<file path="config.mk">
export PLATFORM = sky130hd
export DESIGN_NAME = disk_seek_scheduler_top
export DESIGN_NICKNAME = d
export VERILOG_FILES = /design/src/hdl/dss_pkg.sv /design/src/hdl/disk_seek_scheduler_top.sv /design/src/hdl/dss_ctrl.sv /design/src/hdl/dss_datapath.sv
export SDC_FILE = /design/constraint.sdc
export NUM_CORES = 1
export LEC_CHECK = 0
export BUFFER_PORTS_ARGS = -buffer_cell sky130_fd_sc_hd__buf_2
export CORE_UTILIZATION = 45
export DETAILED_ROUTE_END_ITERATION = 8
export PLACE_DENSITY_LB_ADDON = 0.05
export SYNTH_ARGS = -nofsm -noshare
export SYNTH_HDL_FRONTEND = slang
export SYNTH_HIERARCHICAL = 1
export SYNTH_SLANG_ARGS = --single-unit
</file>
<file path="constraint.sdc">
create_clock -name clk -period 7.2 [get_ports clk]
set_input_delay 0.36 -clock clk [delete_from_list [all_inputs] [get_ports clk]]
set_output_delay 0.36 -clock clk [all_outputs]
set_load 0.005 [all_outputs]
</file>
<file path="src/hdl/dss_pkg.sv">
// Shared types and constants of the disk seek scheduler.
package dss_pkg;

	localparam int HEAD_W = 16;
	localparam int SEEK_W = 21;
	localparam int CFG_W  = 16;

	localparam logic [1:0] REG_MODE  = 2'd0;
	localparam logic [1:0] REG_START = 2'd1;
	localparam logic [1:0] REG_END   = 2'd2;

	localparam logic [1:0] MODE_FCFS  = 2'd0;
	localparam logic [1:0] MODE_SCAN  = 2'd1;
	localparam logic [1:0] MODE_CSCAN = 2'd2;

	typedef enum logic [1:0] {
		TGT_MEM,
		TGT_BEST,
		TGT_END,
		TGT_ZERO
	} tgt_sel_t;

	typedef enum logic [3:0] {
		S_IDLE,
		S_PREP,
		S_FC_RD,
		S_FC_DRAIN,
		S_UP_SRCH,
		S_UP_DRAIN,
		S_UP_DEC,
		S_LO_SRCH,
		S_LO_DRAIN,
		S_LO_DEC,
		S_JUMP,
		S_FINISH
	} state_t;

	typedef struct packed {
		logic     store;
		logic     prep;
		logic     rd_en;
		logic     srch_clr;
		logic     cmp_en;
		logic     desc;
		logic     lower;
		logic     emit;
		tgt_sel_t tgt;
		logic     bound_clr;
		logic     flush;
	} cmd_t;

	typedef struct packed {
		logic [1:0] mode;
		logic       found;
		logic       bound_valid;
	} sts_t;

endpackage

</file>
<file path="src/hdl/disk_seek_scheduler_top.sv">
// Top level of the disk seek scheduler: controller and datapath.
//
// Channel   Direction  Handshake              Word
// request   in         start & !busy          request_cylinder, last_request
// result    out        result_valid strobe    head_stop, seek_total, final_stop, dropped_flag
// config    in         cfg_valid & cfg_ready  cfg_index, cfg_data
//
// A request that is not marked last is taken and busy stays low.
// After the last request, first come first serve reads the stored requests once, in order.
// Scan and circular scan make passes over the single-port request memory: one pass per
// stop plus one that finds the lower group exhausted, and circular scan adds a step for the
// jump to cylinder zero.
// Reset clears the batch and sets the registers to mode 0, start 0, end all ones.
// Results are strobed for one cycle each and cannot be held off.
module disk_seek_scheduler_top import dss_pkg::*; #(
	parameter int MAX_REQUESTS  = 16,
	parameter int CYLINDER_BITS = 16
) (
	input  logic              clk,
	input  logic              arst_n,
	input  logic              start,
	output logic              busy,
	input  logic [HEAD_W-1:0] request_cylinder,
	input  logic              last_request,
	output logic              result_valid,
	output logic [HEAD_W-1:0] head_stop,
	output logic [SEEK_W-1:0] seek_total,
	output logic              final_stop,
	output logic              dropped_flag,
	input  logic              cfg_valid,
	output logic              cfg_ready,
	input  logic [1:0]        cfg_index,
	input  logic [CFG_W-1:0]  cfg_data
);

	localparam int IW  = (MAX_REQUESTS > 1) ? $clog2(MAX_REQUESTS) : 1;
	localparam int CNW = $clog2(MAX_REQUESTS + 1);

	cmd_t           cmd;
	sts_t           sts;
	logic [IW-1:0]  rd_addr;
	logic [CNW-1:0] count;

	assign cfg_ready = 1'b1;

	dss_ctrl #(
		.MAX_REQUESTS(MAX_REQUESTS)
	) u_ctrl (
		.clk         (clk),
		.arst_n      (arst_n),
		.start       (start),
		.last_request(last_request),
		.busy        (busy),
		.count       (count),
		.sts         (sts),
		.cmd         (cmd),
		.rd_addr     (rd_addr)
	);

	dss_datapath #(
		.MAX_REQUESTS (MAX_REQUESTS),
		.CYLINDER_BITS(CYLINDER_BITS)
	) u_datapath (
		.clk             (clk),
		.arst_n          (arst_n),
		.cfg_we          (cfg_valid && cfg_ready),
		.cfg_index       (cfg_index),
		.cfg_data        (cfg_data),
		.request_cylinder(request_cylinder),
		.cmd             (cmd),
		.rd_addr         (rd_addr),
		.count           (count),
		.sts             (sts),
		.result_valid    (result_valid),
		.head_stop       (head_stop),
		.seek_total      (seek_total),
		.final_stop      (final_stop),
		.dropped_flag    (dropped_flag)
	);

endmodule

</file>
<file path="src/hdl/dss_ctrl.sv">
// Controller state machine of the disk seek scheduler.
module dss_ctrl import dss_pkg::*; #(
	parameter int MAX_REQUESTS = 16,
	localparam int IW  = (MAX_REQUESTS > 1) ? $clog2(MAX_REQUESTS) : 1,
	localparam int CNW = $clog2(MAX_REQUESTS + 1)
) (
	input  logic           clk,
	input  logic           arst_n,
	input  logic           start,
	input  logic           last_request,
	output logic           busy,
	input  logic [CNW-1:0] count,
	input  sts_t           sts,
	output cmd_t           cmd,
	output logic [IW-1:0]  rd_addr
);

	state_t          state_q, state_d;
	logic [IW-1:0]   idx_q, idx_d;
	logic            idx_last;
	logic            lo_phase;

	always_ff @(posedge clk or negedge arst_n) begin
		if (!arst_n) begin
			state_q <= S_IDLE;
			idx_q   <= '0;
		end else begin
			state_q <= state_d;
			idx_q   <= idx_d;
		end
	end

	assign idx_last = (CNW'(idx_q) + CNW'(1)) == count;
	assign lo_phase = (state_q == S_LO_SRCH) || (state_q == S_LO_DRAIN);
	assign busy     = state_q != S_IDLE;
	assign rd_addr  = idx_q;

	always_comb begin
		state_d = state_q;
		idx_d   = idx_q;
		cmd     = '0;
		cmd.tgt = TGT_MEM;
		case (state_q)
			S_IDLE: begin
				if (start) begin
					cmd.store = 1'b1;
					if (last_request) state_d = S_PREP;
				end
			end
			S_PREP: begin
				cmd.prep = 1'b1;
				idx_d    = '0;
				if (sts.mode == MODE_SCAN || sts.mode == MODE_CSCAN)
					state_d = S_UP_SRCH;
				else
					state_d = S_FC_RD;
			end
			S_FC_RD: begin
				// The word read in the previous cycle is served now.
				cmd.rd_en = 1'b1;
				cmd.emit  = idx_q != '0;
				if (idx_last) begin
					idx_d   = '0;
					state_d = S_FC_DRAIN;
				end else begin
					idx_d = idx_q + 1'b1;
				end
			end
			S_FC_DRAIN: begin
				cmd.emit = 1'b1;
				state_d  = S_FINISH;
			end
			S_UP_SRCH, S_LO_SRCH: begin
				cmd.rd_en    = 1'b1;
				cmd.srch_clr = idx_q == '0;
				cmd.cmp_en   = idx_q != '0;
				cmd.lower    = lo_phase;
				cmd.desc     = lo_phase && (sts.mode == MODE_SCAN);
				if (idx_last) begin
					idx_d   = '0;
					state_d = lo_phase ? S_LO_DRAIN : S_UP_DRAIN;
				end else begin
					idx_d = idx_q + 1'b1;
				end
			end
			S_UP_DRAIN, S_LO_DRAIN: begin
				cmd.cmp_en = 1'b1;
				cmd.lower  = lo_phase;
				cmd.desc   = lo_phase && (sts.mode == MODE_SCAN);
				state_d    = lo_phase ? S_LO_DEC : S_UP_DEC;
			end
			S_UP_DEC: begin
				cmd.emit = 1'b1;
				if (sts.found) begin
					cmd.tgt = TGT_BEST;
					state_d = S_UP_SRCH;
				end else begin
					cmd.tgt       = TGT_END;
					cmd.bound_clr = 1'b1;
					state_d       = S_LO_SRCH;
				end
			end
			S_LO_DEC: begin
				if (sts.found) begin
					cmd.emit = 1'b1;
					// Circular scan returns to cylinder zero before the lower group.
					if (sts.mode == MODE_CSCAN && !sts.bound_valid) begin
						cmd.tgt = TGT_ZERO;
						state_d = S_JUMP;
					end else begin
						cmd.tgt = TGT_BEST;
						state_d = S_LO_SRCH;
					end
				end else begin
					state_d = S_FINISH;
				end
			end
			S_JUMP: begin
				cmd.emit = 1'b1;
				cmd.tgt  = TGT_BEST;
				state_d  = S_LO_SRCH;
			end
			S_FINISH: begin
				cmd.flush = 1'b1;
				state_d   = S_IDLE;
			end
			default: begin
				state_d = S_IDLE;
			end
		endcase
	end

endmodule

</file>
<file path="src/hdl/dss_datapath.sv">
// Datapath of the disk seek scheduler: request memory, search, seek total and result words.
module dss_datapath import dss_pkg::*; #(
	parameter int MAX_REQUESTS  = 16,
	parameter int CYLINDER_BITS = 16,
	localparam int IW  = (MAX_REQUESTS > 1) ? $clog2(MAX_REQUESTS) : 1,
	localparam int CNW = $clog2(MAX_REQUESTS + 1),
	localparam int CW  = (CYLINDER_BITS < HEAD_W) ? CYLINDER_BITS : HEAD_W
) (
	input  logic              clk,
	input  logic              arst_n,
	input  logic              cfg_we,
	input  logic [1:0]        cfg_index,
	input  logic [CFG_W-1:0]  cfg_data,
	input  logic [HEAD_W-1:0] request_cylinder,
	input  cmd_t              cmd,
	input  logic [IW-1:0]     rd_addr,
	output logic [CNW-1:0]    count,
	output sts_t              sts,
	output logic              result_valid,
	output logic [HEAD_W-1:0] head_stop,
	output logic [SEEK_W-1:0] seek_total,
	output logic              final_stop,
	output logic              dropped_flag
);

	logic [CW-1:0]     mem [MAX_REQUESTS];
	logic [1:0]        mode_q;
	logic [CW-1:0]     start_q, end_q;
	logic [CNW-1:0]    count_q;
	logic              overflow_q;
	logic              room;

	logic [CW-1:0]     rd_data_s1;
	logic [IW-1:0]     rd_idx_s1;

	logic              best_found_q, bound_valid_q;
	logic [CW-1:0]     best_v_q, bound_v_q;
	logic [IW-1:0]     best_i_q, bound_i_q;
	logic              grp_ok, bnd_ok, better, take;

	logic [CW-1:0]     pos_q, target, move_len;
	logic [SEEK_W-1:0] seek_q, seek_next;
	logic [SEEK_W:0]   seek_sum;

	logic              pend_valid_q;
	logic [CW-1:0]     pend_stop_q;
	logic [SEEK_W-1:0] pend_seek_q;
	logic              res_valid_q, final_q, dropped_q;
	logic [HEAD_W-1:0] head_q;
	logic [SEEK_W-1:0] seek_out_q;

	assign room  = count_q < CNW'(MAX_REQUESTS);
	assign count = count_q;
	assign sts   = '{mode: mode_q, found: best_found_q, bound_valid: bound_valid_q};

	always_ff @(posedge clk) begin
		if (cmd.store && room) mem[count_q[IW-1:0]] <= request_cylinder[CW-1:0];
		if (cmd.rd_en) begin
			rd_data_s1 <= mem[rd_addr];
			rd_idx_s1  <= rd_addr;
		end
	end

	// Search keys are (cylinder, index); ties keep arrival order, reversed if descending.
	always_comb begin
		grp_ok = cmd.lower ? (rd_data_s1 <= start_q) : (rd_data_s1 > start_q);
		if (!bound_valid_q)
			bnd_ok = 1'b1;
		else if (cmd.desc)
			bnd_ok = (rd_data_s1 < bound_v_q) ||
				(rd_data_s1 == bound_v_q && rd_idx_s1 < bound_i_q);
		else
			bnd_ok = (rd_data_s1 > bound_v_q) ||
				(rd_data_s1 == bound_v_q && rd_idx_s1 > bound_i_q);
		if (!best_found_q)
			better = 1'b1;
		else if (cmd.desc)
			better = rd_data_s1 >= best_v_q;
		else
			better = rd_data_s1 < best_v_q;
		take = cmd.cmp_en && grp_ok && bnd_ok && better;
	end

	always_comb begin
		case (cmd.tgt)
			TGT_MEM:  target = rd_data_s1;
			TGT_BEST: target = best_v_q;
			TGT_END:  target = end_q;
			TGT_ZERO: target = '0;
			default:  target = '0;
		endcase
		move_len  = (target >= pos_q) ? (target - pos_q) : (pos_q - target);
		seek_sum  = {1'b0, seek_q} + (SEEK_W + 1)'(move_len);
		seek_next = seek_sum[SEEK_W] ? '1 : seek_sum[SEEK_W-1:0];
	end

	always_ff @(posedge clk or negedge arst_n) begin
		if (!arst_n) begin
			mode_q        <= MODE_FCFS;
			start_q       <= '0;
			end_q         <= '1;
			count_q       <= '0;
			overflow_q    <= 1'b0;
			best_found_q  <= 1'b0;
			bound_valid_q <= 1'b0;
			pend_valid_q  <= 1'b0;
			res_valid_q   <= 1'b0;
		end else begin
			if (cfg_we) begin
				case (cfg_index)
					REG_MODE:  mode_q  <= cfg_data[1:0];
					REG_START: start_q <= cfg_data[CW-1:0];
					REG_END:   end_q   <= cfg_data[CW-1:0];
					default:   ;
				endcase
			end
			if (cmd.store) begin
				if (room) count_q <= count_q + 1'b1;
				else overflow_q <= 1'b1;
			end
			if (cmd.srch_clr) best_found_q <= 1'b0;
			else if (take) best_found_q <= 1'b1;
			if (cmd.prep || cmd.bound_clr) bound_valid_q <= 1'b0;
			else if (cmd.emit && cmd.tgt == TGT_BEST) bound_valid_q <= 1'b1;
			res_valid_q <= (cmd.emit || cmd.flush) && pend_valid_q;
			if (cmd.prep || cmd.flush) pend_valid_q <= 1'b0;
			else if (cmd.emit) pend_valid_q <= 1'b1;
			if (cmd.flush) begin
				count_q    <= '0;
				overflow_q <= 1'b0;
			end
		end
	end

	// One stop is held back so the last one can be marked final.
	always_ff @(posedge clk) begin
		if (take) begin
			best_v_q <= rd_data_s1;
			best_i_q <= rd_idx_s1;
		end
		if (cmd.emit && cmd.tgt == TGT_BEST) begin
			bound_v_q <= best_v_q;
			bound_i_q <= best_i_q;
		end
		if (cmd.prep) begin
			pos_q  <= start_q;
			seek_q <= '0;
		end else if (cmd.emit) begin
			pos_q       <= target;
			seek_q      <= seek_next;
			pend_stop_q <= target;
			pend_seek_q <= seek_next;
		end
		if ((cmd.emit || cmd.flush) && pend_valid_q) begin
			head_q     <= HEAD_W'(pend_stop_q);
			seek_out_q <= pend_seek_q;
			final_q    <= cmd.flush;
			dropped_q  <= overflow_q;
		end
	end

	assign result_valid = res_valid_q;
	assign head_stop    = head_q;
	assign seek_total   = seek_out_q;
	assign final_stop   = final_q;
	assign dropped_flag = dropped_q;

endmodule
</file>
==> reports/results.env, run 1 <==
CLOCK-SKEW-FINAL_PS=19.6
FP.DIEAREA_UM2=49800
STATUS='finished, final reports clean'
WORST-PATH-MAX-FANOUT=16
FIN_CRIT_SH_PCT=89.9
IO_BUFFERS=79
NUMCTSBUFFERS=51
ANTENNA_VIOLATIONS_BEFORE_REPAIR=3
FILL_CELLS=3986
OVERFLOW=0
POSTSYNTH.ASYNCRESETSHARE_PCT=10.8
CP-STARTPOINT='u_ctrl/state_q[1]'
NUMBER_OF_ENABLE_TYPE_REGISTER_CELLS_IN_THE_SYNTHESIZED_NETLIST=408
R2R_CELLS=28
ROUTE.ANTENNA.REMAINING_NETS=0
STARTPOINT_OF_THE_TIGHTEST_HOLD_CHECK_PATH='cfg_data[1]'
MAX_CLOCK_FREQ_MHz=154
CRITICAL_PATH.REG2REG.STARTPOINT='u_ctrl/state_q[1]'
YOSYSSEQAREASHARE_PCT=63.6
CRITICAL-PATH-SLOWEST-CELL='o21ai_1'
CORE_AREA_UM2=47900
ROUTE.VIAS.TOTAL=12500
DP_HPWL_UM=31600
SETUP_TOTAL_NEGATIVE_SLACK_PS=0
DRT_PASS1_ITERATIONS=5
TIMING.FINAL.SETUP_VIOLATIONS=0
PATH_CLK_SLEW_PS=60
ROUTED_VIA_DENSITY=5.48
AREA_GROWTH_PCT=14.2
WL_FINAL_UM=48300
CLOCK_INSERTION_DELAY_AT_THE_LATER_PIN_OF_THE_SKEW_REPORT_PS=610
CP_SLOWEST_STAGE_DELAY_PS=570
H-TREE-DEPTH=2
GRT_FIRST_PASS_WIRELENGTH_UM=74900
DRIVE_GT1_SHARE_PCT=22.3
FINALINSTANCEAREA_UM2=25100
STARTPOINT_TYPES='flop'
MAX_SLEW_VIOLATION_COUNT=0
FOOTPRINT_OF_THE_MULTI_INPUT_GATES_UM2=7340
CLOCK_TREE_BUFFER_DEPTH=3
GRT_MAX_DEGREE=70
SYNTHDISTINCTLIBCELLS=80
CRIT_ARRIVAL_PS=6970
CTS_TREE='yes'
GRT_OVERALL_USAGE_PCT=19.9
NETLIST_AREA_BEFORE_PLACEMENT_UM2=22000
ENDPOINT_KIND='flop'
REG2REG_SETUP_SLACK_PS=720
SYNTH_SEQ_CELLS=481
DETAIL_ROUTE.DRC_VIOLATIONS=0
SYNTHESIS.NETS=1633
PLACED_AREA_UM2=23200
REGISTER_CELL_AREA_AFTER_LAYOUT_UM2=14000
FINALHOLDVIOLCOUNT=0
WL_PER_CELL_UM=21.3
TIMING.SETUP.CRITICAL_PATH_CLASS='flop to flop'
CRITPATHREQUIREDTIME_PS=7690
FINAL.MIN_CLOCK_PERIOD_PS=6480
CLOCK_SINK_COUNT=481
SYNTHESIS.INSTANCES=1484
INITIALDRTVIOLATIONCOUNT=637
RSZ0062_AT_GRT='no'
DESIGN.PORTCOUNT=81
DOMINANTREGCELLSYNTH='edfxtp_1'
RR_ENDPOINT='u_datapath/seek_q[20]'
CRITICAL_PATH.ENDPOINT='u_datapath/seek_q[20]'
DESIGN.FINAL.NETS=1764
TIMING.HOLD.WORST.CLASS='input pin to flop'
WORST_SLEW_PIN_SLEW_PS=1170
DIE_W_UM=223
MEAN_AREA_PER_SYNTHESIZED_CELL_UM2=14.8
ROW_COUNT=80
WORST_SLEW_MARGIN_REL_PCT=22.3
FIRST_GLOBAL_VIAS=12800
FLOORPLAN.DIE.HEIGHT_UM=223
FLOORPLAN.INITIALDENSITY_PCT=45.9
PLACE_CONGESTION=0.853
CAP_VIOLATIONS=0
SYNTHESIS.YOSYS.WARNINGS=6
CLOCK-ROOT-BUFFER='clkbuf_16'
==> area by class of cell <==
cell class | count | area share, %
inverters | 107 | 1.60
clock inverters | 34 | 1.48
repair buffers | 140 | 3.57
flip-flops and latches | 481 | 55.7
diodes | 1 | 0.00996
well taps | 615 | 3.06
multi-input cells | 834 | 29.2
clock buffers | 62 | 5.33
==> sequential cells by signal (all words and copies together) (netlist names), 21 cells and up <==
name	cells
u_datapath/mem	256
u_datapath/pend_seek_q	21
u_datapath/seek_q	21
u_datapath/seek_total	21
==> worst max-delay path, delay by kind of cell (launching register included) <==
family,cells,cell delay [ps]
adders and majority gates,2,800
and+or+nand+nor,7,1060
xor gates and xnor gates,1,160
AOI/OAI and AO/OA,12,2730
buffers and inverters,6,1030
DFF,1,560
==> worst min-delay path by stage <==
stage | endpoint | slack [ps] | depth (start not counted)
floorplan | u_ctrl/rd_addr[0] | 60 | 0
global placement | u_datapath/head_stop[5] | 400 | 0
detailed placement | u_datapath/head_stop[6] | 400 | 0
CTS | u_datapath/mode_q[1] | 30 | 2
global route | u_datapath/mode_q[0] | 40 | 2
finish | u_datapath/mode_q[1] | 50 | 2
==> cells by family (layout without fill, tap and decap cells) <==
group	count (synthesis)	after routing	share of synthesized area [%]
flip-flops	481	481	63.6
AND/OR/NAND/NOR	292	292	6.49
AO/OA/AOI/OAI	253	253	7.61
buffers and inverters	169	343	3.17
multiplexers	140	140	11.1
adder cells (fa/ha/maj)	110	110	6.36
XOR/XNOR	38	38	1.58
other	1	2	0.0171
==> per-layer routing <==
| layer | part of all wire (%) | track usage, % |
|---|---|---|
| met5 | 0.056 | 0 |
| met2 | 52 | 35.2 |
| met1 | 41 | 24.6 |
| met4 | 3.1 | 7.43 |
| met3 | 4.0 | 3.16 |
==> per-stage QoR <==
step / utilization (%) / worst slack, ps / std cells / hold WS, ps
final: 52.4 / 724 / 2274 / 54.5
after global routing: 52.4 / 147 / 2273 / 40.8
after CTS: 52.3 / 285 / 2269 / 27.9
after detailed placement: 48.5 / 303 / 2161 / 405
after global placement: 48.5 / 510 / 2161 / 400
after floorplan: - / 988 / 1484 / 64.4
==> what timing repair did <==
item | in CTS | in global routing
hold buffers | 12 | 0
setup endpoints to repair | 0 | 38
hold endpoints to repair | 58 | 0
buffers inserted | 0 | 4
gates resized for setup | 0 | 2
==> cells in the final DEF, fill, tap and decap left out, drive strengths merged, types with 22 or more instances in the layout <==
cell type,Yosys,layout
ha,107,107
clkinv,0,26
nand2,66,66
mux2,39,39
a21oi,74,74
o21ai,51,51
edfxtp,408,408
clkbuf,37,62
nor2,95,95
buf,25,128
mux4,80,80
and2,22,22
dfrtp,36,36
inv,107,108
==> Yosys cell counts, types with 18 or more instances <==
library cell / count / area, um^2
mux2_2: 39 / 439
a21oi_1: 74 / 370
inv_1: 107 / 402
mux4_2: 80 / 1800
dfxtp_1: 21 / 420
and2_1: 22 / 138
nor3_1: 18 / 90.1
mux2i_1: 21 / 210
nand2_1: 66 / 248
o21ai_0: 49 / 245
a21o_1: 18 / 135
clkbuf_1: 37 / 139
edfxtp_1: 408 / 12300
ha_1: 107 / 1340
xnor2_1: 21 / 184
nor2_1: 95 / 357
dfrtp_1: 36 / 901
Power of run 1 is left out: the tool's default activity adds up to more than one toggle a clock period on the data nets, which glitch-free logic cannot reach.
==> run 2, diff against run 1 <==
--- a/config.mk
+++ b/config.mk
@@ -6,9 +6,11 @@
 export NUM_CORES = 1
 export LEC_CHECK = 0
 export BUFFER_PORTS_ARGS = -buffer_cell sky130_fd_sc_hd__buf_2
+export CAP_MARGIN = 30
 export CORE_UTILIZATION = 45
 export DETAILED_ROUTE_END_ITERATION = 8
 export PLACE_DENSITY_LB_ADDON = 0.05
+export RECOVER_POWER = 100
 export SYNTH_ARGS = -nofsm -noshare
 export SYNTH_HDL_FRONTEND = slang
 export SYNTH_HIERARCHICAL = 1
==> run 2 against run 1 <==
The flow now finishes with violations (max-capacitance violations, max-slew violations). Final cell count about the same. Fmax is 3.1% lower. Sequential share of layout area rose by 0.36 points. Via count shrank 0.69%. Hold slack worse by 23 ps. Worst setup slack worse by 210 ps. Die area stayed put. Clock skew grew 3.7 ps. Global-route usage grew 0.050 points.
==> reports/results.env, run 2 (synthesized netlist as in run 1, its figures left out) <==
WL_FINAL_UM=48200  # -0.16%
H-TREE-DEPTH=2  # unchanged
CRITPATHREQUIREDTIME_PS=7690  # about the same
DETAIL_ROUTE.DRC_VIOLATIONS=0  # unchanged
CLOCK_INSERTION_DELAY_AT_THE_LATER_PIN_OF_THE_SKEW_REPORT_PS=610  # about the same
TIMING.HOLD.WORST.CLASS='input pin to flop'
ANTENNA_VIOLATIONS_BEFORE_REPAIR=0  # -3
ROW_COUNT=80  # unchanged
RSZ0062_AT_GRT='no'
ANTENNA_CELLS_INSERTED=0  # -1
DIE_W_UM=223  # unchanged
CORE_AREA_UM2=47900  # unchanged
TIMING.FINAL.SETUP_VIOLATIONS=0  # unchanged
WORST_SLEW_PIN_SLEW_PS=3130  # +1960 ps
STARTPOINT_OF_THE_TIGHTEST_HOLD_CHECK_PATH='cfg_data[7]'
ROUTED_VIA_DENSITY=5.44  # -0.65%
STATUS='finished, violations left'
INITIALDRTVIOLATIONCOUNT=667  # +4.7%
CLOCK-ROOT-BUFFER='clkbuf_16'
STARTPOINT_TYPES='flop'
GRT_FIRST_PASS_WIRELENGTH_UM=75100  # +0.24%
WORSTHOLDPATHCELLS=2  # unchanged
ROUTE.ANTENNA.REMAINING_NETS=0  # unchanged
CTS_TREE='yes'
CLOCK_TREE_BUFFER_DEPTH=3  # unchanged
NUMBER_OF_FLIP_FLOPS_UNDER_THE_LARGEST_REGISTER_NAME=256  # unchanged
DRIVE_GT1_SHARE_PCT=17.6  # -4.7 points
FIRST_GLOBAL_VIAS=12800  # -0.10%
ROUTE.VIAS.TOTAL=12400  # -0.69%
WL_PER_CELL_UM=21.2  # -0.12%
WORST_SLEW_MARGIN_REL_PCT=-109  # -130 points
FINALHOLDVIOLCOUNT=0  # unchanged
MAX_CLOCK_FREQ_MHz=150  # -3.1%
CRIT_ARRIVAL_PS=7180  # +210 ps
GRT_MAX_DEGREE=57  # -19%
DRT_PASS1_ITERATIONS=5  # unchanged
CAP_VIOLATIONS=11  # +11
IO_BUFFERS=79  # unchanged
CLOCK_SINK_COUNT=481  # unchanged
SETUP_TOTAL_NEGATIVE_SLACK_PS=0  # unchanged
WORST-PATH-MAX-FANOUT=17  # +1
NUMCTSBUFFERS=52  # +2.0%
GRT_OVERALL_USAGE_PCT=20.0  # +0.050 points
PATH_CLK_SLEW_PS=60  # about the same
MAX_SLEW_VIOLATION_COUNT=314  # +314
FP.DIEAREA_UM2=49800  # unchanged
FIN_CRIT_SH_PCT=92.8  # +2.9 points
FAILED_CHECKS='max-capacitance violations, max-slew violations'
CLOCK-SKEW-FINAL_PS=23.3  # +3.66 ps
DESIGN.FINAL.NETS=1765  # +0.057%
CRITICAL_PATH.REG2REG.STARTPOINT='u_ctrl/state_q[1]'
FILL_CELLS=4021  # +0.88%
R2R_CELLS=25  # -11%
ENDPOINT_KIND='flop'
LAYOUT.CELLS.MOST_COMMON='edfxtp_1'
DESIGN.PORTCOUNT=81  # unchanged
FINAL.MIN_CLOCK_PERIOD_PS=6680  # +207 ps
MOST-COMMON-LAYOUT-CELLS='edfxtp_1, inv_1, ha_1'
TIMING.SETUP.CRITICAL_PATH_CLASS='flop to flop'
FLOORPLAN.DIE.HEIGHT_UM=223  # unchanged
DP_HPWL_UM=32300  # +2.2%
POSTCTSSETUPBUFFERS=0  # unchanged
CP-STARTPOINT='u_ctrl/state_q[1]'
OVERFLOW=0  # unchanged
AREA_GROWTH_PCT=13.5
PLACE_CONGESTION=0.853  # unchanged
FLOORPLAN.INITIALDENSITY_PCT=45.9  # unchanged
-- run 2: timing repair --
item	in CTS	in global routing
endpoints found under the setup margin	0	38
hold buffers	10	0
resized for setup	0	2
hold endpoints to repair	53	0
-- run 2: cell type report --
cell class / instances / area [um^2] / share of cell area (%)
Clock buffer: 59 / 1360 / 5.45
Clock inverter: 37 / 403 / 1.61
Inverter: 107 / 402 / 1.61
Multi-Input combinational cell: 834 / 7310 / 29.3
Sequential cell: 481 / 14000 / 56.1
Tap cell: 615 / 769 / 3.08
Timing Repair Buffer: 140 / 718 / 2.88
-- run 2: path summary, 6_finish.rpt --
kind | endpoint | slack [ps]
min in group asynchronous | u_datapath/count[1] | 1400
min reg2reg | u_datapath/seek_total[17] | 420
max in group asynchronous | u_ctrl/rd_addr[1] | 3800
min | u_datapath/start_q[7] | 30
max reg2reg | u_datapath/seek_q[16] | 520
max | u_datapath/seek_q[16] | 520
-- run 2: worst max-delay path, cell delays in order, from the launching register on --
cell	delay, ps
dfrtp_1	510
inv_1	180
nand2_1	90
nor2_1	150
o21ai_0	110
o21ai_2	150
buf_4	330
mux2i_1	240
o21ai_0	160
ha_1	450
a21o_1	220
a31oi_1	220
or4b_4	500
o22ai_4	440
mux2_2	390
a31oi_1	160
xnor2_1	120
ha_1	390
o21ai_0	120
nand2b_1	80
a21oi_1	110
or3_4	420
a211oi_2	410
clkbuf_2	270
nor2_1	60
a311oi_1	260
-- run 2: per-stage QoR --
step / cells / hold WS (ps) / utilization (%) / cell area, um^2 / setup slack [ps]
after floorplan: 1484 / 64.4 / - / 22000 / 988
after global placement: 2161 / 400 / 48.5 / 23200 / 510
after detailed placement: 2167 / 405 / 48.7 / 23400 / 338
after CTS: 2273 / 2.36 / 52.6 / 25200 / 305
after global routing: 2273 / 21.3 / 52.0 / 25000 / 14.7
final: 2273 / 31.2 / 52.0 / 25000 / 518
-- run 2: per-layer routing --
layer | track usage, % | share of wire [%] | vias to the layer above
met1 | 24.6 | 42 | 6161
met3 | 2.90 | 3.2 | 80
li1 | - | - | 5913
met4 | 7.16 | 3.0 | 0
met2 | 35.7 | 52 | 215
met5 | 0 | 0 | -
Power of run 2 is left out for the same reason.
